**src/integer_to_radix_digits_top_assert.svh**
```systemverilog
// ----------------------------------------------------------------------------
// Assertion macros for the radix digit converter
// Concurrent checks clocked on clk and disabled while rst_n is low.
// ----------------------------------------------------------------------------
`ifndef INTEGER_TO_RADIX_DIGITS_TOP_ASSERT_SVH
`define INTEGER_TO_RADIX_DIGITS_TOP_ASSERT_SVH

// A condition that must hold at every clock edge.
`define I2RD_ASSERT_ALWAYS(lbl, expr, msg) \
  lbl: assert property (@(posedge clk) disable iff (!rst_n) (expr)) else $error(msg);

// A consequence that must hold in the same cycle as its trigger.
`define I2RD_ASSERT_IMPL(lbl, ante, cons, msg) \
  lbl: assert property (@(posedge clk) disable iff (!rst_n) (ante) |-> (cons)) \
    else $error(msg);

// A consequence that must hold in the cycle after its trigger.
`define I2RD_ASSERT_NEXT(lbl, ante, cons, msg) \
  lbl: assert property (@(posedge clk) disable iff (!rst_n) (ante) |=> (cons)) \
    else $error(msg);

`endif

```
**src/i2rd_pkg.sv**
```systemverilog
// ----------------------------------------------------------------------------
// i2rd_pkg
// Types, constants and helpers shared by the radix digit converter.
// ----------------------------------------------------------------------------
package i2rd_pkg;

  localparam int VALUE_W        = 31;
  localparam int RADIX_W        = 5;
  localparam int DIGIT_W        = 4;
  localparam int CHAR_W         = 7;
  localparam int RADIX_MIN      = 2;
  localparam int RADIX_MAX      = 16;
  localparam int DECIMAL_DIGITS = 10;
  localparam int RESULT_CAP     = 31;

  // The divider retires four dividend bits per cycle over a 32-bit word.
  localparam int DIV_BITS       = 4;
  localparam int NUM_W          = 32;
  localparam int DIV_STEPS      = NUM_W / DIV_BITS;
  localparam int DIV_STEP_W     = $clog2(DIV_STEPS);

  localparam logic [CHAR_W-1:0] CHAR_ZERO = 7'h30;
  localparam logic [CHAR_W-1:0] CHAR_A    = 7'h41;

  typedef struct packed {
    logic [VALUE_W-1:0] value;
    logic [RADIX_W-1:0] radix;
  } in_t;

  typedef struct packed {
    logic [CHAR_W-1:0]  digit_char;
    logic [DIGIT_W-1:0] digit_value;
    logic               last_digit;
    logic               bad_radix;
  } out_t;

  // Commands from the controller to the datapath.
  typedef struct packed {
    logic load;
    logic emit_bad;
    logic step;
    logic push;
    logic present;
  } cmd_t;

  // Status from the datapath to the controller.
  typedef struct packed {
    logic in_bad;
    logic step_last;
    logic div_done;
    logic idx_zero;
  } sts_t;

  function automatic logic [CHAR_W-1:0] glyph(input logic [DIGIT_W-1:0] dv);
    logic [CHAR_W-1:0] c;
    if (dv < DIGIT_W'(DECIMAL_DIGITS)) begin
      c = CHAR_ZERO + CHAR_W'(dv);
    end else begin
      c = CHAR_A + CHAR_W'(dv) - CHAR_W'(DECIMAL_DIGITS);
    end
    return c;
  endfunction

endpackage

```
**src/i2rd_ram.sv**
```systemverilog
// ----------------------------------------------------------------------------
// i2rd_ram
// Generic single-write, single-read RAM with a registered read port.
// ----------------------------------------------------------------------------
module i2rd_ram #(
  parameter int WIDTH = 4,
  parameter int DEPTH = 32,
  localparam int AW   = (DEPTH > 1) ? $clog2(DEPTH) : 1
) (
  input  logic             clk,
  input  logic             we,
  input  logic [AW-1:0]    waddr,
  input  logic [WIDTH-1:0] wdata,
  input  logic [AW-1:0]    raddr,
  output logic [WIDTH-1:0] rdata
);

  logic [WIDTH-1:0] mem_r [DEPTH];
  logic [WIDTH-1:0] rdata_r;

  always_ff @(posedge clk) begin
    if (we) begin
      mem_r[waddr] <= wdata;
    end
    rdata_r <= mem_r[raddr];
  end

  assign rdata = rdata_r;

endmodule

```
**src/i2rd_datapath.sv**
```systemverilog
// ----------------------------------------------------------------------------
// i2rd_datapath
// Iterative divider, digit store and result register for the converter.
// ----------------------------------------------------------------------------
`include "integer_to_radix_digits_top_assert.svh"

module i2rd_datapath #(
  parameter int MAX_DIGITS = 32
) (
  input  logic           clk,
  input  logic           rst_n,
  input  i2rd_pkg::in_t  in_item,
  input  i2rd_pkg::cmd_t cmd,
  output i2rd_pkg::sts_t sts,
  output logic           out_valid,
  output i2rd_pkg::out_t out_item
);

  localparam int LIMIT = (MAX_DIGITS < i2rd_pkg::RESULT_CAP) ? MAX_DIGITS
                                                              : i2rd_pkg::RESULT_CAP;
  localparam int CW    = $clog2(LIMIT + 1);
  localparam int AW    = (MAX_DIGITS > 1) ? $clog2(MAX_DIGITS) : 1;

  logic [i2rd_pkg::NUM_W-1:0]      num_r,   num_nxt;
  logic [i2rd_pkg::RADIX_W-1:0]    radix_r;
  logic [i2rd_pkg::DIGIT_W-1:0]    rem_r,   rem_nxt;
  logic [i2rd_pkg::DIV_STEP_W-1:0] step_r;
  logic [CW-1:0]                   cnt_r;
  logic [AW-1:0]                   idx_r;
  logic                            out_valid_r;
  i2rd_pkg::out_t                  out_r;
  logic [i2rd_pkg::DIGIT_W-1:0]    rd_data;

  // Four restoring division steps: the partial remainder stays below the radix.
  always_comb begin
    logic [i2rd_pkg::RADIX_W-1:0] trial;
    logic [i2rd_pkg::DIGIT_W-1:0] r;
    logic [i2rd_pkg::NUM_W-1:0]   n;
    r = rem_r;
    n = num_r;
    for (int b = 0; b < i2rd_pkg::DIV_BITS; b++) begin
      trial = {r, n[i2rd_pkg::NUM_W-1]};
      if (trial >= radix_r) begin
        trial = trial - radix_r;
        n     = {n[i2rd_pkg::NUM_W-2:0], 1'b1};
      end else begin
        n     = {n[i2rd_pkg::NUM_W-2:0], 1'b0};
      end
      r = trial[i2rd_pkg::DIGIT_W-1:0];
    end
    num_nxt = n;
    rem_nxt = r;
  end

  always_ff @(posedge clk) begin
    if (cmd.load) begin
      num_r   <= {1'b0, in_item.value};
      radix_r <= in_item.radix;
      rem_r   <= '0;
    end else if (cmd.step) begin
      num_r   <= num_nxt;
      rem_r   <= rem_nxt;
    end else if (cmd.push) begin
      rem_r   <= '0;
    end
    if (cmd.push) begin
      idx_r <= AW'(cnt_r);
    end else if (cmd.present && (idx_r != '0)) begin
      idx_r <= idx_r - AW'(1);
    end
    if (cmd.emit_bad) begin
      out_r <= '{digit_char: '0, digit_value: '0, last_digit: 1'b0, bad_radix: 1'b1};
    end else if (cmd.present) begin
      out_r <= '{digit_char:  i2rd_pkg::glyph(rd_data),
                 digit_value: rd_data,
                 last_digit:  (idx_r == '0),
                 bad_radix:   1'b0};
    end
  end

  always_ff @(posedge clk) begin
    if (!rst_n) begin
      step_r      <= '0;
      cnt_r       <= '0;
      out_valid_r <= 1'b0;
    end else begin
      out_valid_r <= cmd.emit_bad | cmd.present;
      if (cmd.load) begin
        step_r <= '0;
        cnt_r  <= '0;
      end else if (cmd.step) begin
        step_r <= step_r + i2rd_pkg::DIV_STEP_W'(1);
      end else if (cmd.push) begin
        step_r <= '0;
        cnt_r  <= cnt_r + CW'(1);
      end
    end
  end

  i2rd_ram #(
    .WIDTH (i2rd_pkg::DIGIT_W),
    .DEPTH (MAX_DIGITS)
  ) u_store (
    .clk   (clk),
    .we    (cmd.push),
    .waddr (AW'(cnt_r)),
    .wdata (rem_r),
    .raddr (idx_r),
    .rdata (rd_data)
  );

  assign sts.in_bad    = (in_item.radix < i2rd_pkg::RADIX_W'(i2rd_pkg::RADIX_MIN)) ||
                         (in_item.radix > i2rd_pkg::RADIX_W'(i2rd_pkg::RADIX_MAX));
  assign sts.step_last = (step_r == i2rd_pkg::DIV_STEP_W'(i2rd_pkg::DIV_STEPS - 1));
  // Stop once the quotient is exhausted or the store holds the digit limit.
  assign sts.div_done  = (num_r == '0) || (cnt_r == CW'(LIMIT - 1));
  assign sts.idx_zero  = (idx_r == '0);

  assign out_valid = out_valid_r;
  assign out_item  = out_r;

  `I2RD_ASSERT_IMPL(a_push_rem_below_radix, cmd.push, rem_r < radix_r,
                    "remainder not below radix at digit push")
  `I2RD_ASSERT_ALWAYS(a_count_bound, cnt_r <= CW'(LIMIT),
                      "digit count beyond limit")
  `I2RD_ASSERT_IMPL(a_bad_item_clean, out_valid_r && out_r.bad_radix,
                    out_r.digit_char == '0 && out_r.digit_value == '0 && !out_r.last_digit,
                    "bad radix result carries digit fields")
  `I2RD_ASSERT_NEXT(a_digit_gap, out_valid_r && !out_r.last_digit && !out_r.bad_radix,
                    !out_valid_r, "back-to-back digit strobes inside a run")

endmodule

```
**src/i2rd_ctrl.sv**
```systemverilog
// ----------------------------------------------------------------------------
// i2rd_ctrl
// Controller: sequences division, digit push and digit read-out, or emits a bad-radix result.
// ----------------------------------------------------------------------------
module i2rd_ctrl (
  input  logic           clk,
  input  logic           rst_n,
  input  logic           start,
  input  i2rd_pkg::sts_t sts,
  output i2rd_pkg::cmd_t cmd,
  output logic           busy
);

  localparam logic [2:0] S_IDLE = 3'd0;
  localparam logic [2:0] S_DIV  = 3'd1;
  localparam logic [2:0] S_PUSH = 3'd2;
  localparam logic [2:0] S_RD   = 3'd3;
  localparam logic [2:0] S_SHOW = 3'd4;

  logic [2:0] state_r, state_nxt;

  always_comb begin
    state_nxt = state_r;
    cmd       = '0;
    case (state_r)
      S_IDLE: begin
        if (start) begin
          if (sts.in_bad) begin
            cmd.emit_bad = 1'b1;
          end else begin
            cmd.load  = 1'b1;
            state_nxt = S_DIV;
          end
        end
      end
      S_DIV: begin
        cmd.step = 1'b1;
        if (sts.step_last) begin
          state_nxt = S_PUSH;
        end
      end
      S_PUSH: begin
        cmd.push  = 1'b1;
        state_nxt = sts.div_done ? S_RD : S_DIV;
      end
      S_RD: begin
        // The store's read port is registered; data shows up next cycle.
        state_nxt = S_SHOW;
      end
      S_SHOW: begin
        cmd.present = 1'b1;
        state_nxt   = sts.idx_zero ? S_IDLE : S_RD;
      end
      default: begin
        state_nxt = S_IDLE;
      end
    endcase
  end

  always_ff @(posedge clk) begin
    if (!rst_n) begin
      state_r <= S_IDLE;
    end else begin
      state_r <= state_nxt;
    end
  end

  assign busy = (state_r != S_IDLE);

endmodule

```
**src/integer_to_radix_digits_top.sv**
```systemverilog
// ----------------------------------------------------------------------------
// integer_to_radix_digits_top
// Converts a non-negative integer to ASCII digits in a radix from 2 to 16.
// ----------------------------------------------------------------------------
//  Channel  Ports                     Handshake
//  input    in_item                   taken when start is high and busy is low
//  result   out_item, out_valid       one-cycle strobe, always taken
//
//  A valid item with D digits keeps busy high through every divider step (four
//  bits each) and one store write per digit, then through a read and a show
//  state per digit at the registered read port of the digit store.
//  A bad radix gives its single result in the next cycle without raising busy.
//  Reset clears the controller and the result strobe; the store needs no clear.
//  The result side cannot stall; each digit is on the ports for one cycle.
// ----------------------------------------------------------------------------
module integer_to_radix_digits_top #(
  parameter int MAX_DIGITS = 32
) (
  input  logic           clk,
  input  logic           rst_n,
  input  logic           start,
  output logic           busy,
  input  i2rd_pkg::in_t  in_item,
  output logic           out_valid,
  output i2rd_pkg::out_t out_item
);

  i2rd_pkg::cmd_t cmd;
  i2rd_pkg::sts_t sts;

  i2rd_ctrl u_ctrl (
    .clk   (clk),
    .rst_n (rst_n),
    .start (start),
    .sts   (sts),
    .cmd   (cmd),
    .busy  (busy)
  );

  i2rd_datapath #(
    .MAX_DIGITS (MAX_DIGITS)
  ) u_datapath (
    .clk       (clk),
    .rst_n     (rst_n),
    .in_item   (in_item),
    .cmd       (cmd),
    .sts       (sts),
    .out_valid (out_valid),
    .out_item  (out_item)
  );

endmodule
```
**config.mk**
```make
export PLATFORM = sky130hd
export DESIGN_NAME = integer_to_radix_digits_top
export DESIGN_NICKNAME = d
export VERILOG_FILES = /design/src/i2rd_pkg.sv /design/src/i2rd_ram.sv /design/src/i2rd_datapath.sv /design/src/i2rd_ctrl.sv /design/src/integer_to_radix_digits_top.sv
export VERILOG_INCLUDE_DIRS = /design/src /design/src/src
export SDC_FILE = /design/constraint.sdc
export NUM_CORES = 1
export LEC_CHECK = 0
export BUFFER_PORTS_ARGS = -buffer_cell sky130_fd_sc_hd__clkbuf_2
export CORE_MARGIN = 3
export CORE_UTILIZATION = 63
export CTS_BUF_LIST = sky130_fd_sc_hd__clkbuf_8
export DETAILED_ROUTE_END_ITERATION = 6
export PLACE_DENSITY = 0.82
export SYNTH_ARGS = -nofsm -noshare
export SYNTH_HDL_FRONTEND = slang
export SYNTH_HIERARCHICAL = 1
export SYNTH_SLANG_ARGS = --single-unit
export TNS_END_PERCENT = 1
```
**constraint.sdc**
```tcl
create_clock -name clk -period 7.26 [get_ports clk]
set_input_delay 0.363 -clock clk [delete_from_list [all_inputs] [get_ports clk]]
set_output_delay 0.363 -clock clk [all_outputs]
set_load 0.01 [all_outputs]
```
### Yosys cells after proc, flatten, opt, wreduce, memory -nomap -nowiden

Memories as Yosys holds them, arrays and structs flattened. A register that Yosys moved wholly into a read port is not among the register bits.
Index checks and enable logic that the tools add are counted.

* $add $sub $neg: 10
* $lt $le $gt $ge: 7
* eq/ne operators: 9
* muxes and demuxes: 32
* bitwise logic cells: 3
* reduce and logical (&&, ||, !) cells: 14

Operators with widths (count)
* two-way mux 31 bit: 2
* zero test 32 bit: 1
* two-way mux 4 bit: 6
* >= comparator 5 bit: 4
* subtractor 4 bit: 4
* two-way mux 3 bit: 5
* case mux 3 bit (5 select lines): 1
* two-way mux 1 bit: 11
* two-way mux 5 bit: 2
* two-way mux 2 bit: 4
* adder 6 x 4 -> 7 bit (first input constant): 1
* adder 7 x 4 -> 7 bit (first input constant): 1
* two-way mux 7 bit: 1
* subtractor 7 x 4 -> 7 bit (second input constant): 1
* == test 3 x 2 -> 1 bit (second input constant): 2
* == test 3 bit (second input constant): 2
* inequality test 2 bit (second input constant): 3
* nonzero test 2 bit: 3
* adder 5 x 1 -> 5 bit (second input constant): 1
* == test 5 bit (second input constant): 1
* greater-than comparator 5 bit (second input constant): 1
* zero test 5 bit: 1
* less-than comparator 5 x 2 -> 1 bit (second input constant): 1
* nonzero test 5 bit: 1
* 13 further kinds: 15

* bits in registers: 71
* RAM bits: 128
* input port bits: 39
* output and inout bits: 15
* word-level logic and storage cells: 89
* memories kept: 1

Memories
* u_datapath.u_store.mem_r: words 32, width 4, rd ports 1, clocked after memory_dff 1, wr ports 1, RTL line i2rd_ram.sv:18 `logic [WIDTH-1:0] mem_r [DEPTH];`

### Longest topological paths before layout

Gate-level depths: netlist of the first run.

* depth in word-level cells: 10
* mapped depth: 24
* depth with buffers taken out: 24

### Cells and area by module

Netlist of the first run, hierarchy kept.

Modules (own cells, without submodules)
* i2rd_ram: times used 1, cells each 231, area an instance 5138.7 um^2, seq. area each 3923.8 um^2
* i2rd_datapath: times used 1, cells each 333, area an instance 3804.9 um^2, seq. area each 1771.7 um^2
* i2rd_ctrl: times used 1, cells each 26, area an instance 216.5 um^2, seq. area each 60.1 um^2

### Worst setup path after synthesis of the first run

OpenSTA, ideal clock, no wires.

* kind: reg-to-reg
* from: reg u_datapath/rem_r[1] in the netlist's numbering
* to: reg u_datapath/num_r[0] in the netlist's numbering (data pin)
* setup time: 260 ps
* arrival: 4973 ps
* data required time: 7000 ps
* path slack: 2027 ps
* cell stages (with the launch flop): 22
* path buffers: 0
* period minus slack after synthesis: 5233 ps
* cells stage by stage: dfxtp_1 > ha_1 > and2_4 > a21oi_4 > o21ai_2 > mux2_4 > ha_1 > a21o_1 > a31oi_1 > o21ai_1 > mux2i_1 > ha_1 > a21o_1 > a31oi_1 > o21ai_2 > nor2_1 > a21oi_1 > ha_1 > a21o_1 > a31oi_1 > o21ai_1 > mux2_2

* word-level cells in the longest chain between the ends: 10
* elaborated cells between the ends (all ways): 13
* those cells by class: add/sub (3); order compare (4); mux (6)

RTL lines
* start: declaration: RTL line i2rd_datapath.sv:26 `logic [i2rd_pkg::DIGIT_W-1:0] rem_r, rem_nxt;`
* start signal: assignment: RTL line i2rd_datapath.sv:62 `rem_r <= rem_nxt;`
* subtractor 4 bit / >= comparator 5 bit (equally long branches): RTL line i2rd_datapath.sv:44, i2rd_datapath.sv:43
* two-way mux 4 bit *: RTL line i2rd_datapath.sv:43 `if (trial >= radix_r) begin`
* subtractor 4 bit / >= comparator 5 bit (equally long branches): RTL line i2rd_datapath.sv:44, i2rd_datapath.sv:43
* two-way mux 4 bit *: RTL line i2rd_datapath.sv:43
* >= comparator 5 bit / subtractor 4 bit (equally long branches): RTL line i2rd_datapath.sv:43, i2rd_datapath.sv:44
* two-way mux 4 bit *: RTL line i2rd_datapath.sv:43
* >= comparator 5 bit *: RTL line i2rd_datapath.sv:43
* two-way mux 1 bit *: RTL line i2rd_datapath.sv:43
* two-way mux 31 bit *: RTL line i2rd_datapath.sv:60 `end else if (cmd.step) begin`
* two-way mux 31 bit *: RTL line i2rd_datapath.sv:56 `if (cmd.load) begin`
* end signal: assignment: RTL line i2rd_datapath.sv:57 `num_r <= {1'b0, in_item.value};`
* end signal: assignment: RTL line i2rd_datapath.sv:61 `num_r <= num_nxt;`
* end: declaration: RTL line i2rd_datapath.sv:24 `logic [i2rd_pkg::NUM_W-1:0] num_r, num_nxt;`

Mark *: on every way between the ends. The rest lies on a longest branch, timed or not. The select of a mux whose other input is x is not followed.
A chain may end at the register's enable or synchronous reset.

### Final worst setup path of the first run

* from: reg u_datapath/radix_r[1] in the netlist's numbering
* to: reg u_datapath/rem_r[1] in the netlist's numbering

* word-level cells in the longest chain between the ends: 9
* elaborated cells between the ends (all ways): 13
* those cells by class: add/sub (4); order compare (4); mux (5)

RTL lines
* start: declaration: RTL line i2rd_datapath.sv:25 `logic [i2rd_pkg::RADIX_W-1:0] radix_r;`
* start signal: assignment: RTL line i2rd_datapath.sv:58 `radix_r <= in_item.radix;`
* subtractor 4 bit / >= comparator 5 bit (equally long branches): RTL line i2rd_datapath.sv:44, i2rd_datapath.sv:43
* two-way mux 4 bit: RTL line i2rd_datapath.sv:43
* subtractor 4 bit / >= comparator 5 bit (equally long branches): RTL line i2rd_datapath.sv:44, i2rd_datapath.sv:43
* two-way mux 4 bit: RTL line i2rd_datapath.sv:43
* >= comparator 5 bit / subtractor 4 bit (equally long branches): RTL line i2rd_datapath.sv:43, i2rd_datapath.sv:44
* two-way mux 4 bit: RTL line i2rd_datapath.sv:43
* subtractor 4 bit / >= comparator 5 bit (equally long branches): RTL line i2rd_datapath.sv:44, i2rd_datapath.sv:43
* two-way mux 4 bit *: RTL line i2rd_datapath.sv:43
* two-way mux 4 bit *: RTL line i2rd_datapath.sv:60

Mark *: on every way between the ends. The rest lies on a longest branch, timed or not.

==> results.yml, run 1 <==
finish:
  antenna_cells: 0
  drive_above_1_share: 0.293
  final_cell_area_um2: 10200
  syn2layout_area_growth_pct: 11.7
  fill_cells: 868
  nNetsFinal: 738
routing:
  vias_per_cell: 6.04
  drcViolationCount: 0
  first_pass_iters: 6
  first_iter_violations: 388
  wirelength_um: 17400
  ant_nets: 0
  avgRoutedWirePerCell_um: 20.0
  vias: 5272
cts:
  cts_tree: "built"
  cts-buffers-inserted: 31
  postCtsSetupBuffers: 0
  clk_pin_slew_ns: 0.06
  cts_resized: 0
  clock-sinks: 203
  h-tree-depth: 1
  worstSkewPairLatency_ns: 0.55
  cts-root-buf: "clkbuf_8"
  clockBufferDepth: 3
synthesis:
  yosysMostFrequentCell: "edfxtp_1"
  synthCells: 590
  synth.largest_area_cell: "edfxtp_1"
  ys_seq_area_frac: 0.628
  synth.area.mux_share: 0.167
  syn_nets: 660
  synth-main-ff-cell: "edfxtp_1"
  synthSimpleGateAreaFrac: 0.0765
  async_flop_share: 0
  synth_area_um2: 9160
  synth_top_family_by_area: "multiplexers"
  synth_compound_area_frac: 0.0460
  ys_warn_count: 6
  synthAdderAreaFrac: 0.0456
  synth_area_leaders: "edfxtp_1, mux4_2, dfxtp_1, mux2_2, ha_1"
  synthTopCellsByCount: "edfxtp_1, nor2_1, mux2_2"
  ys_ff_latch: 203
  avgSynthCellArea_um2: 15.5
  synth_cell_type_count: 56
  synth_xor_area_frac: 0.0153
  synth_top_area_share: 0.554
  synth_edf_count: 169
timing:
  finalHoldViolations: 0
  period_minus_slack_ns: 5.73
  rsz0062_at_grt: "false"
  skew_ns: 0.0177
  worst_slew_pin_slew_ns: 1.14
  fin_crit_sh: 0.789
  maxSlewHeadroom: 0.239
  drv_slew: 0
  tns_ns: 0
  setup_viol: 0
  max_freq_ghz: 0.175
die:
  fp.dieArea_um2: 16000
  core_area_um2: 14000
  die_x_um: 127
  row_count: 43
  initial_core_util: 0.652
  io_pins: 54
  die_h_um: 127
worst_setup_path:
  worstPathRequired_ns: 7.73
  cp.arrival_ns: 6.20
  path_class: "reg2reg"
  startpoint_type: "flop"
  cp_max_fo: 9
  cp-end-kind: "flop"
placed_design:
  gp_congestion: 0.829
  placed_area_um2: 9610
  dp_hpwl_um: 11700
  port_buffers: 53
pwr:
  p_comb_frac: 0.234
  internal_power_uw: 2110
  power_leakage_uw: 0.00371
  pwr_density_cell_nw_per_um2: 286
  finalPower_uw: 2920
  p_switching_uw: 816
  p_sw_frac: 0.279
  ir_drop_uv: 230
  power_frac_clock: 0.289
  seqPwrFrac: 0.477
global_routing:
  grt_usage: 0.220
  grt_start_max_net_pins: 45
  antenna_found_initial: 0
  grt_pass1_vias: 5489
  grt_first_pass_wirelength_um: 27900
  gr-total-overflow: 0
flow_run:
  cap_violations: 0
outcome:
  status: "completed"
hold_path:
  hp-class: "in2reg"
-- placed cells by master (no fill, tap or decap), types with 10 or more instances in the layout --
cell      count
nand2_1      18
ha_1         27
clkbuf_2     53
dfxtp_1      34
nor2_1       61
a21oi_1      20
inv_1        39
a21o_1       10
mux4_2       40
edfxtp_1    169
clkbuf_8     34
xnor2_1      11
mux2_2       41
mux2i_1      12
-- cell families (layout without fill, tap and decap cells) --
| kind of cell | count (synthesis) | after routing |
|---|---|---|
| compound gates | 61 | 61 |
| xor+xnor | 16 | 16 |
| fa+ha+maj | 31 | 31 |
| buf+inv | 44 | 147 |
| flops | 203 | 203 |
| mux | 96 | 96 |
| simple gates | 139 | 139 |
-- final cells by class --
cell class	count	area [um^2]	share of cell area
flip-flops and latches	203	5760	0.562
multi-input cells	343	3220	0.315
clock buffers	34	468	0.0457
repair buffers	66	375	0.0367
well taps	180	225	0.0220
clock inverters	24	101	0.00990
inverters	23	86.3	0.00844
-- worst paths after layout --
path / start / to / slack [ns] / depth (start not counted)
worst min register to register: u_datapath/out_item[0] / u_datapath/out_item[0] / 0.46 / 1
worst max-delay path: u_datapath/radix_r[1] / u_datapath/rem_r[1] / 1.53 / 24
worst max register to register: u_datapath/radix_r[1] / u_datapath/rem_r[1] / 1.53 / 24
worst min-delay path: rst_n / u_datapath/out_valid / 0.1 / 2
-- critical path, cell delays in order (launching register included) --
cell and delay [ns]:
edfxtp_1 0.47, inv_1 0.18, ha_1 0.35, and2_4 0.16
a21oi_4 0.06, o21ai_2 0.27, mux2_4 0.34, ha_1 0.35
a21o_1 0.13, a31oi_1 0.04, o21ai_1 0.43, mux2i_1 0.37
ha_1 0.24, a21o_1 0.12, a31oi_1 0.05, o21ai_2 0.34
mux2_2 0.42, inv_1 0.06, ha_1 0.17, a21o_1 0.12
a31oi_1 0.04, o21ai_1 0.50, nand2b_1 0.15, o211a_1 0.16
nor3_1 0.15
-- routing by layer --
layer  track usage  share of wire  up-vias
li1              -              -     2448
met1         0.284           0.41     2640
met2         0.376           0.51      150
met3        0.0421          0.044       34
met4        0.0789          0.031        0
met5             0              0        -
-- stage by stage --
step	util	hold WS, ns	worst slack, ns	cells
2_1_floorplan	-	0.462	2.03	590
3_3_place_gp	0.685	0.436	1.86	810
3_5_place_dp	0.685	0.450	1.59	810
4_1_cts	0.729	0.0632	1.56	873
5_1_grt	0.729	0.0871	1.15	873
6_report	0.729	0.0996	1.53	873
-- state kept, by name (all words and copies together) (netlist names) --
register,flops
u_datapath/rem_r,4
u_datapath/num_r,32
u_datapath/out_valid,1
u_datapath/u_store/rdata,4
u_datapath/radix_r,5
u_ctrl/state_r,3
u_datapath/idx_r,5
u_datapath/out_item,13
u_datapath/step_r,3
u_datapath/u_store/mem_r,128
u_datapath/cnt_r,5
-- what timing repair did --
| action | CTS | global route |
|---|---|---|
| setup endpoints to repair | 0 | 0 |
| hold buffers | 5 | 0 |
| endpoints found under the hold margin | 5 | 0 |
-- power by group through the flow --
stage               Combinational, uW  Sequential, uW  Clock [uW]
CTS                               685            1390         869
floorplan                         494            1440           0
global placement                  636            1420           0
finish                            685            1390         845
global route                      758            1400         920
detailed placement                677            1420           0
No activity file was read; power rests on OpenSTA's default activity.
==> run 2: changes to the inputs <==
Clock period 7.26 ns to 5.77 ns, I/O delays scaled along.
==> run 2 against run 1 <==
Against the previous run:
- via count increased by 1.5%
- final cell count grew 0.34%
- total power increased by 29%
- largest power group unchanged
- critical path type unchanged
- final area up 0.53%
==> results.yml, run 2 (synthesis results as in run 1) <==
outcome:
  status: "completed"
global_routing:
  grt_pass1_vias: 5629
  grt_usage: 0.229
  grt_start_max_net_pins: 45
  grt_first_pass_wirelength_um: 29000
  gr-total-overflow: 0
  antenna_found_initial: 0
timing:
  finalHoldViolations: 0
  finalWorstSetupSlack_ns: 0.301
  skew_ns: 0.0242
  tns_ns: 0
  worst_hold_slack_ns: 0.0415
  setup_viol: 0
  rsz0062_at_grt: "false"
  fin_crit_sh: 0.948
  period_minus_slack_ns: 5.47
  maxSlewHeadroom: 0.376
  max_freq_ghz: 0.183
  worst_slew_pin_slew_ns: 0.932
  drv_slew: 0
routing:
  avgRoutedWirePerCell_um: 20.5
  first_iter_violations: 390
  vias: 5352
  first_pass_iters: 5
  wirelength_um: 18000
  vias_per_cell: 6.11
  drcViolationCount: 0
  ant_nets: 0
finish:
  final_common_cell: "edfxtp_1"
  regArea_um2: 5760
  fill_cells: 844
  largest_register_ffs: 128
  syn2layout_area_growth_pct: 12.3
  nNetsFinal: 742
  layout_common_cells: "edfxtp_1, nor2_1, clkbuf_2"
  fin_util: 0.733
  final_cell_area_um2: 10300
  drive_above_1_share: 0.305
  antenna_cells: 0
  regMostFlops: "u_datapath/u_store/mem_r"
  multi_input_area_um2: 3230
worst_setup_path:
  cp_max_fo: 7
  cp-end-kind: "flop"
  cp_num_buf_inv: 0
  cp.arrival_ns: 5.77
  path_class: "reg2reg"
  startpoint_type: "flop"
  worstPathCellList: "ha_1 -> nand2b_1 -> a21oi_4 -> o21ai_2 -> mux2_4 -> ha_1 -> a21o_1 -> a31oi_1 -> o21ai_2 -> mux2i_1 -> ha_1 -> a21o_1 -> a31oi_1 -> o21ai_2 -> nor2_1 -> a21oi_1 -> ha_1 -> a21o_1 -> a31oi_1 -> o21ai_1 -> mux2_2"
  slowest_delay_ns: 0.51
  worstPathRequired_ns: 6.07
  cpLargestDelayFamily: "compound AO/OA/AOI/OAI gates"
  cp_common_cell: "ha_1"
  cpMaxStageDelayCell: "edfxtp_1"
pwr:
  ir_drop_uv: 334
  power_leakage_uw: 0.00371
  pwr_density_cell_nw_per_um2: 366
cts:
  clock-sinks: 203
  clockBufferDepth: 3
  cts-buffers-inserted: 31
  cts-root-buf: "clkbuf_8"
  worstSkewPairLatency_ns: 0.57
  cts_tree: "built"
  clk_pin_slew_ns: 0.06
  h-tree-depth: 1
flow_run:
  cap_violations: 0
placed_design:
  placed_area_um2: 9610
  dp_hpwl_um: 12100
  pre_cts_ws_ns: 0.0407
  gp_congestion: 0.807
  port_buffers: 53
die:
  io_pins: 54
  die_h_um: 127
  initial_core_util: 0.652
  die_x_um: 127
  fp.dieArea_um2: 16000
  row_count: 43
  core_area_um2: 14000
hold_path:
  hp-class: "in2reg"
[run 2: cell types whose count changed in the layout (fill, tap and decap cells not counted), sizes merged]
cell         before  now
clkbuf           87   88
inv              39   34
dlygate4sd3       5    6
o21ai             9   10
clkinv            7   10
buf               8   10
[run 2: power breakdown]
group	total [uW]	switching [uW]	leakage [uW]	internal [uW]
Sequential	1760	33.7	0.00184	1720
Clock	1090	533	0.000346	559
Combinational	914	510	0.00153	404
[run 2: cell type report]
type | count | area share
Sequential cell | 203 | 0.560
Multi-Input combinational cell | 344 | 0.314
Clock buffer | 35 | 0.0468
Timing Repair Buffer | 69 | 0.0389
Tap cell | 180 | 0.0219
Clock inverter | 22 | 0.0101
Inverter | 23 | 0.00839
[run 2: final timing paths]
path                                                to                    from  slack, ns  cells after the start
worst max-delay path               u_datapath/num_r[0]   u_datapath/radix_r[0]       0.30                     21
worst min-delay path              u_datapath/num_r[19]             in_item[24]       0.04                      2
worst max register to register     u_datapath/num_r[0]   u_datapath/radix_r[0]       0.30                     21
worst min register to register  u_datapath/out_item[0]  u_datapath/out_item[0]       0.47                      1
[run 2: timing repair]
| action | 4_1_cts | 5_1_grt |
|---|---|---|
| setup endpoints to repair | 0 | 5 |
| setup buffers | 0 | 2 |
| hold endpoints to repair | 6 | 0 |
| hold buffers | 6 | 0 |
| resized for setup | 0 | 3 |
[run 2: routing by layer]
| layer | routed length (um) | global-route usage |
|---|---|---|
| met5 | 0 | 0 |
| met4 | 534 | 0.0814 |
| met3 | 1030 | 0.0408 |
| met2 | 9310 | 0.395 |
| met1 | 7090 | 0.295 |
[run 2: stage by stage]
stage	instances	total power, uW
2_1_floorplan	590	2430
3_3_place_gp	810	2590
3_5_place_dp	810	2650
4_1_cts	873	3730
5_1_grt	876	3930
6_report	876	3760
